File: src/design/adc_scan_ema_filter_core_assert.svh
// ----------------------------------------------------------------------------
// Assertion macros
// Concurrent checks clocked on clk and disabled while rst_n is low.
// ----------------------------------------------------------------------------
`ifndef ADC_SCAN_EMA_FILTER_CORE_ASSERT_SVH
`define ADC_SCAN_EMA_FILTER_CORE_ASSERT_SVH

`ifndef SYNTHESIS

`define ASEF_ASSERT(lbl, expr) \
  lbl: assert property (@(posedge clk) disable iff (!rst_n) (expr)) \
    else $error("assertion failed");

`define ASEF_ASSERT_IMP(lbl, ante, cons) \
  lbl: assert property (@(posedge clk) disable iff (!rst_n) (ante) |-> (cons)) \
    else $error("assertion failed");

`define ASEF_ASSERT_NXT(lbl, ante, cons) \
  lbl: assert property (@(posedge clk) disable iff (!rst_n) (ante) |=> (cons)) \
    else $error("assertion failed");

`else

`define ASEF_ASSERT(lbl, expr)
`define ASEF_ASSERT_IMP(lbl, ante, cons)
`define ASEF_ASSERT_NXT(lbl, ante, cons)

`endif

`endif

File: src/design/asef_pkg.sv
// ----------------------------------------------------------------------------
// asef_pkg
// Codes, field widths and item types of the ADC scan filter.
// ----------------------------------------------------------------------------
`default_nettype none

package asef_pkg;

  localparam int ACT_W      = 2;
  localparam int SMP_W      = 12;
  localparam int CH_W       = 5;
  localparam int SH_W       = 5;
  localparam int VAL_W      = 31;
  localparam int ST_W       = 2;
  localparam int SAMPLE_POS = 19;

  localparam int IN_DATA_W  = 32;
  localparam int OUT_DATA_W = 40;

  localparam logic [ACT_W-1:0] ACT_ADD    = 2'd0;
  localparam logic [ACT_W-1:0] ACT_SAMPLE = 2'd1;
  localparam logic [ACT_W-1:0] ACT_READ   = 2'd2;
  localparam logic [ACT_W-1:0] ACT_NOP    = 2'd3;

  localparam logic [ST_W-1:0] ST_OK   = 2'd0;
  localparam logic [ST_W-1:0] ST_FULL = 2'd1;
  localparam logic [ST_W-1:0] ST_BAD  = 2'd2;

  localparam logic [SH_W-1:0] FSH_RST = 5'd9;
  localparam logic [SH_W-1:0] OSH_RST = 5'd15;

  typedef struct packed {
    logic [ACT_W-1:0] action;
    logic [SH_W-1:0]  out_shift;
    logic [SH_W-1:0]  filter_shift;
    logic [CH_W-1:0]  channel;
    logic [SMP_W-1:0] sample;
  } item_t;

  typedef struct packed {
    logic [ST_W-1:0]  status;
    logic [VAL_W-1:0] value;
    logic [CH_W-1:0]  next_channel;
  } result_t;

endpackage

`default_nettype wire

File: src/design/adc_scan_ema_filter_core.sv
// ----------------------------------------------------------------------------
// adc_scan_ema_filter_core
// Scanning ADC post-processor with per-channel shift-based EMA filters.
// Takes one item per clock when the result side is not stalled; each item
// passes the input register, then the result register, before its result is
// presented on out_*; a result-side stall can hold it between the two. The
// rate is set by the single read-modify-write of one channel accumulator
// done in the stage between the two registers.
// Add items append a scan slot, sample items filter a conversion into the
// current slot's channel and return the next channel to convert, read items
// return a channel accumulator shifted right by its output shift.
// ----------------------------------------------------------------------------
`default_nettype none

`include "adc_scan_ema_filter_core_assert.svh"

module adc_scan_ema_filter_core
  import asef_pkg::*;
#(
  parameter int CHANNELS = 18
) (
  input  logic                  clk,
  input  logic                  rst_n,
  input  logic                  in_tvalid,
  output logic                  in_tready,
  // sample[11:0], channel[16:12], filter_shift[21:17], out_shift[26:22], zero pad
  input  logic [IN_DATA_W-1:0]  in_tdata,
  // action[1:0]
  input  logic [ACT_W-1:0]      in_tuser,
  output logic                  out_tvalid,
  input  logic                  out_tready,
  // next_channel[4:0], value[35:5], status[37:36], zero pad
  output logic [OUT_DATA_W-1:0] out_tdata
);

  localparam int IDX_W = (CHANNELS > 1) ? $clog2(CHANNELS) : 1;
  localparam int CNT_W = $clog2(CHANNELS + 1);
  localparam int RES_W = $bits(result_t);
  localparam logic [CH_W:0]    CH_LIM  = (CH_W + 1)'(CHANNELS);
  localparam logic [CNT_W-1:0] CNT_MAX = CNT_W'(CHANNELS);

  logic             s1_valid_r, s1_valid_nxt;
  item_t            s1_item_r;
  logic             out_valid_r, out_valid_nxt;
  result_t          out_res_r, out_res_nxt;

  logic [CH_W-1:0]  slot_ch_r  [CHANNELS];
  logic [SH_W-1:0]  slot_fsh_r [CHANNELS];
  logic [SH_W-1:0]  ch_osh_r   [CHANNELS];
  logic [VAL_W-1:0] ch_acc_r   [CHANNELS];
  logic [CNT_W-1:0] slot_cnt_r, slot_cnt_nxt;
  logic [IDX_W-1:0] scan_pos_r, scan_pos_nxt;
  logic [CH_W-1:0]  cur_ch_r, cur_ch_nxt;
  logic [SH_W-1:0]  cur_fsh_r, cur_fsh_nxt;

  logic             s1_adv, s1_fire, in_fire;
  logic             ch_ok, tbl_full;
  logic [IDX_W-1:0] ch_idx, slot_idx, acc_idx, pos_next;
  logic [CNT_W-1:0] pos_p1;
  logic             pos_wrap;
  logic [VAL_W-1:0] acc_rd, acc_new, rd_val;
  logic [VAL_W-1:0] smp_x;
  logic signed [VAL_W:0]   diff, step;
  logic [VAL_W+1:0] acc_sum;
  logic             slot_we, acc_we;

  assign s1_adv    = !out_valid_r || out_tready;
  assign s1_fire   = s1_valid_r && s1_adv;
  assign in_tready = !s1_valid_r || s1_adv;
  assign in_fire   = in_tvalid && in_tready;

  assign out_tvalid = out_valid_r;
  assign out_tdata  = {{(OUT_DATA_W - RES_W){1'b0}}, out_res_r};

  assign ch_ok    = {1'b0, s1_item_r.channel} < CH_LIM;
  assign ch_idx   = s1_item_r.channel[IDX_W-1:0];
  assign tbl_full = slot_cnt_r >= CNT_MAX;
  assign slot_idx = slot_cnt_r[IDX_W-1:0];

  assign acc_idx = (s1_item_r.action == ACT_SAMPLE) ? cur_ch_r[IDX_W-1:0] : ch_idx;
  assign acc_rd  = ch_acc_r[acc_idx];
  assign rd_val  = acc_rd >> ch_osh_r[ch_idx];

  assign smp_x   = {s1_item_r.sample, {SAMPLE_POS{1'b0}}};
  assign diff    = $signed({1'b0, smp_x}) - $signed({1'b0, acc_rd});
  assign step    = diff >>> cur_fsh_r;
  assign acc_sum = {2'b00, acc_rd} + {step[VAL_W], step};
  assign acc_new = acc_sum[VAL_W-1:0];

  assign pos_p1   = CNT_W'(scan_pos_r) + CNT_W'(1);
  assign pos_wrap = pos_p1 >= slot_cnt_r;
  assign pos_next = pos_wrap ? '0 : pos_p1[IDX_W-1:0];

  always_comb begin
    s1_valid_nxt  = s1_valid_r;
    out_valid_nxt = out_valid_r;
    if (in_fire) begin
      s1_valid_nxt = 1'b1;
    end else if (s1_fire) begin
      s1_valid_nxt = 1'b0;
    end
    if (s1_fire) begin
      out_valid_nxt = 1'b1;
    end else if (out_tready) begin
      out_valid_nxt = 1'b0;
    end
  end

  always_comb begin
    out_res_nxt  = '0;
    slot_we      = 1'b0;
    acc_we       = 1'b0;
    slot_cnt_nxt = slot_cnt_r;
    scan_pos_nxt = scan_pos_r;
    cur_ch_nxt   = cur_ch_r;
    cur_fsh_nxt  = cur_fsh_r;
    case (s1_item_r.action)
      ACT_ADD: begin
        if (tbl_full) begin
          out_res_nxt.status = ST_FULL;
        end else if (!ch_ok) begin
          out_res_nxt.status = ST_BAD;
        end else begin
          slot_we      = s1_fire;
          slot_cnt_nxt = slot_cnt_r + CNT_W'(1);
          if (CNT_W'(scan_pos_r) == slot_cnt_r) begin
            cur_ch_nxt  = s1_item_r.channel;
            cur_fsh_nxt = s1_item_r.filter_shift;
          end
        end
      end
      ACT_SAMPLE: begin
        acc_we                   = s1_fire;
        scan_pos_nxt             = pos_next;
        cur_ch_nxt               = slot_ch_r[pos_next];
        cur_fsh_nxt              = slot_fsh_r[pos_next];
        out_res_nxt.next_channel = slot_ch_r[pos_next];
      end
      ACT_READ: begin
        if (ch_ok) begin
          out_res_nxt.value = rd_val;
        end else begin
          out_res_nxt.status = ST_BAD;
        end
      end
      default: begin
        out_res_nxt = '0;
      end
    endcase
  end

  always_ff @(posedge clk) begin
    if (!rst_n) begin
      s1_valid_r  <= 1'b0;
      out_valid_r <= 1'b0;
      slot_cnt_r  <= '0;
      scan_pos_r  <= '0;
      cur_ch_r    <= '0;
      cur_fsh_r   <= FSH_RST;
    end else begin
      s1_valid_r  <= s1_valid_nxt;
      out_valid_r <= out_valid_nxt;
      if (s1_fire) begin
        slot_cnt_r <= slot_cnt_nxt;
        scan_pos_r <= scan_pos_nxt;
        cur_ch_r   <= cur_ch_nxt;
        cur_fsh_r  <= cur_fsh_nxt;
      end
    end
  end

  always_ff @(posedge clk) begin
    if (in_fire) begin
      s1_item_r.action       <= in_tuser;
      s1_item_r.sample       <= in_tdata[11:0];
      s1_item_r.channel      <= in_tdata[16:12];
      s1_item_r.filter_shift <= in_tdata[21:17];
      s1_item_r.out_shift    <= in_tdata[26:22];
    end
    if (s1_fire) begin
      out_res_r <= out_res_nxt;
    end
  end

  always_ff @(posedge clk) begin
    if (!rst_n) begin
      for (int i = 0; i < CHANNELS; i++) begin
        slot_ch_r[i]  <= '0;
        slot_fsh_r[i] <= FSH_RST;
        ch_osh_r[i]   <= OSH_RST;
        ch_acc_r[i]   <= '0;
      end
    end else begin
      if (slot_we) begin
        slot_ch_r[slot_idx]  <= s1_item_r.channel;
        slot_fsh_r[slot_idx] <= s1_item_r.filter_shift;
        ch_osh_r[ch_idx]     <= s1_item_r.out_shift;
      end
      if (acc_we) begin
        ch_acc_r[acc_idx] <= acc_new;
      end
    end
  end

  `ASEF_ASSERT(a_cnt_range, slot_cnt_r <= CNT_MAX)
  `ASEF_ASSERT(a_pos_range, (scan_pos_r == '0) || (CNT_W'(scan_pos_r) < slot_cnt_r))
  `ASEF_ASSERT(a_cur_slot, (cur_ch_r == slot_ch_r[scan_pos_r]) &&
               (cur_fsh_r == slot_fsh_r[scan_pos_r]))
  `ASEF_ASSERT_NXT(a_fire_out, s1_fire, out_valid_r)
  `ASEF_ASSERT_IMP(a_err_zero, out_valid_r && (out_res_r.status != ST_OK),
                   (out_res_r.value == '0) && (out_res_r.next_channel == '0))

endmodule

`default_nettype wire

File: config.mk
export PLATFORM = sky130hd
export DESIGN_NAME = adc_scan_ema_filter_core
export DESIGN_NICKNAME = d
export VERILOG_FILES = /design/src/design/asef_pkg.sv /design/src/design/adc_scan_ema_filter_core.sv
export VERILOG_INCLUDE_DIRS = /design/src /design/src/design
export SDC_FILE = /design/constraint.sdc
export NUM_CORES = 2
export LEC_CHECK = 0
export BUFFER_PORTS_ARGS = -buffer_cell sky130_fd_sc_hd__buf_2
export CAP_MARGIN = 20
export CORE_ASPECT_RATIO = 1.2
export CORE_MARGIN = 2
export CORE_UTILIZATION = 55
export CTS_BUF_LIST = sky130_fd_sc_hd__clkbuf_16
export DETAILED_ROUTE_END_ITERATION = 16
export PLACE_DENSITY_LB_ADDON = 0.3
export SYNTH_ARGS = -nofsm -noshare
export SYNTH_HDL_FRONTEND = slang
export SYNTH_SLANG_ARGS = --single-unit
File: constraint.sdc
create_clock -name clk -period 29.8 [get_ports clk]
set_input_delay 2.98 -clock clk [delete_from_list [all_inputs] [get_ports clk]]
set_output_delay 2.98 -clock clk [all_outputs]
set_load 0.005 [all_outputs]
==> key figures <==
Clock tree
  • Worst-path clk slew: 0.06 ns
  • Sink Count: 1566
  • Depth of the CTS H-tree: 4
  • CTS resizes: 0
  • Num CTS Buffers: 152
  • Root Driver: clkbuf_16
  • Clock buffer depth: 3
  • Cts hold-fix bufs: 0
  • Clk_lat worst skew: 0.80 ns
  • Clock tree from TritonCTS: built
  • Postcts setup bufs: 0

Placement
  • Placed Cells: 7371
  • Post-DP HPWL: 124700 um
  • IO buf count: 72
  • Placer Congestion: 0.9461

Drt
  • DRC errors left: 0
  • Post-DRT Antenna Nets: 0
  • First DRT Iteration DRCs: 6390
  • Vias after detailed routing: 49220
  • DRT Pass-1 Iters: 6
  • Routed len/inst: 26.78 um
  • Routed WL: 204700 um
  • DR vias/cell: 6.439

Layout
  • Filler cell count: 9809
  • Area of the multi-input gates: 0.02470 mm2
  • Final net count: 5926
  • Register area: 0.04676 mm2
  • Final std cells w/o fill: 7644
  • Final core occ: 61.69%
  • Share of cells above drive strength 1: 11.95%
  • Syn-to-layout area delta: 10.99%

Synthesis
  • YS warnings: 0
  • Synth unique cells: 97
  • Async S/R FF share, synth: 0%
  • Most numerous cell in the Yosys netlist: edfxtp_1
  • Flops & latches, synth: 1566
  • Top cell type's share of synthesized area: 63.74%
  • Sequential area share after synthesis: 64.49%
  • Post-Synthesis Cells: 5660
  • Top cells by count, synth: edfxtp_1 (1539), nor2_1 (916), nand2_1 (683)
  • Syn_area_per_cell: 12.81 um2
  • Post-synth EDFFs: 1539
  • Dominant cell type by area after synthesis: edfxtp_1
  • Area contributors post-synth: edfxtp_1 (64%), mux2i_1 (6.3%), nor2_1 (4.7%)
  • Ys flop type: edfxtp_1
  • Syn Std Cell Area: 0.07250 mm2

Setup path
  • Max FO, Critical Path: 116
  • CP max stage delay: 0.77 ns
  • Arrival @ worst endpoint: 13.97 ns
  • Crit path capture type: register
  • Buffers & Inverters on Critical Path: 7
  • Worst EP required: 30.33 ns
  • Crit path max-delay family: compound AO/OA/AOI/OAI gates
  • CP startpoint kind: register
  • Most used cell, CP: buf_4
  • Critical path class: register to register
  • Slowest CP cell: buf_4

Die
  • Number of I/O pins: 80
  • Die W: 335.4 um
  • Die area: 0.1348 mm2
  • Die Span Y: 401.7 um
  • Starting Density: 55.58%
  • Core Box Area: 0.1304 mm2
  • Std-Cell Rows: 145

Global route
  • Initial antenna violation count: 0
  • Vias in the first global route: 48080
  • Grt ovf: 0
  • Largest net degree at the start of global routing: 117
  • First-pass GRT wire length: 301600 um
  • Gr usage total: 30.16%
  • GRT busiest layer: met2
  • Routing usage on met1: 38.52%
  • Grt met3 use: 5.643%
  • Met2 usage: 49.64%

Timing
  • Final setup viols: 0
  • RSZ-0062 raised after global routing: no
  • Setup TNS: 0 ns
  • Max-Slew Margin vs Limit: 21.12%
  • Layout Skew: 0.04941 ns
  • Final hold violations: 0
  • Pins Over Slew Limit: 0
  • Max Fclk: 74.44 MHz
  • Hold slack final: 0.5142 ns
  • Final period utilization: 45.08%
  • Tmin final: 13.43 ns
  • Worst Tran Pin Value: 1.179 ns

Hold path
  • Min-delay worst type: register to register

Power and ir drop
  • Total power draw: 5.193 mW
  • Worst vdd ir: 0.06631 mV
  • Pwr dens: 64.53 mW/mm2
  • Static leakage: 27.82 nW

Job
  • MaxCap Viol Count: 0

Outcome
  • Outcome: finished clean
## where the power goes
group / internal [mW] / leakage (nW) / switching (mW)
logic: 0.271 / 10.5 / 0.550
registers: 2.46 / 14.9 / 0.0228
clock network: 1.04 / 2.46 / 0.844
total: 3.78 / 27.8 / 1.42
## cell families (layout without fill, tap and decap cells)
kind of cell / count (synthesis) / after routing / synth area share (%)
and+or+nand+nor: 2031 / 2031 / 11.67
muxes: 624 / 624 / 11.13
adders and majority gates: 52 / 52 / 0.9009
DFF: 1566 / 1566 / 64.49
xor gates and xnor gates: 53 / 53 / 0.6403
other: 1 / 214 / 0.005172
AOI/OAI and AO/OA: 812 / 812 / 8.182
buffers and inverters: 521 / 602 / 2.982
## sequential cells by signal, indices dropped and copies added, names as in the netlist, named ones only
register / count
ch_acc_r: 992
ch_idx: 5
ch_osh_r: 160
cur_ch_r: 5
cur_fsh_r: 5
out_tdata: 38
out_tvalid: 1
s1_item_r: 24
s1_valid_r: 1
scan_pos_r: 5
slot_ch_r: 160
slot_cnt_r: 5
slot_fsh_r: 160
## final timing paths
path | slack, ns | startpoint | endpoint | cells after the start
setup reg to reg | 16.37 | s1_item_r[28]$_DFFE_PP_ | ch_acc_r[31][30]$_DFFE_PP_ | 39
hold reg to reg | 0.51 | scan_pos_r[4]$_SDFFE_PN0P_ | scan_pos_r[4]$_SDFFE_PN0P_ | 2
hold / removal | 0.51 | scan_pos_r[4]$_SDFFE_PN0P_ | scan_pos_r[4]$_SDFFE_PN0P_ | 2
setup / recovery | 16.37 | s1_item_r[28]$_DFFE_PP_ | ch_acc_r[31][30]$_DFFE_PP_ | 39
## layout make-up
class	instances	area share, %
Sequential cell	1566	58.11
Antenna cell	2	0.006219
Timing Repair Buffer	233	2.040
Inverter	101	0.4711
Tap cell	1690	2.628
Clock buffer	153	4.758
Clock inverter	115	1.291
Multi-Input combinational cell	3784	30.70
## routing by layer
metal	vias to the layer above	wire, um
li1	21430	-
met1	24390	74330
met2	2820	99330
met3	575	20560
met4	0	10490
met5	-	0
## worst register-to-register path: cells and delay by family (launching register included)
family / cells / cell delay [ns]
compound gates: 18 / 5.07
simple gates: 11 / 3.42
buf+inv: 7 / 3.04
fa+ha+maj: 2 / 0.69
flops: 1 / 0.67
mux: 1 / 0.27
## layout by cell type, fill, tap and decap left out, types with 20 or more instances in the layout
master	count
nor3_1	80
conb_1	212
a31oi_1	58
a21oi_1	149
clkinv_1	32
mux2_2	22
nand2b_1	25
and2_1	35
a32o_1	37
mux2i_1	453
and3_1	20
clkinv_2	27
mux4_2	142
edfxtp_1	1539
buf_2	73
nand2_1	666
nand3_1	180
o211ai_1	27
a311oi_1	35
a21o_1	25
a211oi_1	24
inv_1	117
o32ai_1	35
ha_1	49
o221ai_1	88
nor2_1	899
buf_4	154
xnor2_1	34
o21ai_0	98
o22ai_1	27
clkbuf_16	153
a221oi_1	74
dfxtp_1	23
## metrics by stage
stage / cell area [um2] / setup WS (ns)
after floorplan: 73290 / 19.48
after global placement: 75560 / 16.49
after detailed placement: 75560 / 16.44
after CTS: 80420 / 16.38
after global routing: 80470 / 15.70
final: 80470 / 16.37
Power figures use the tool's default switching activity.
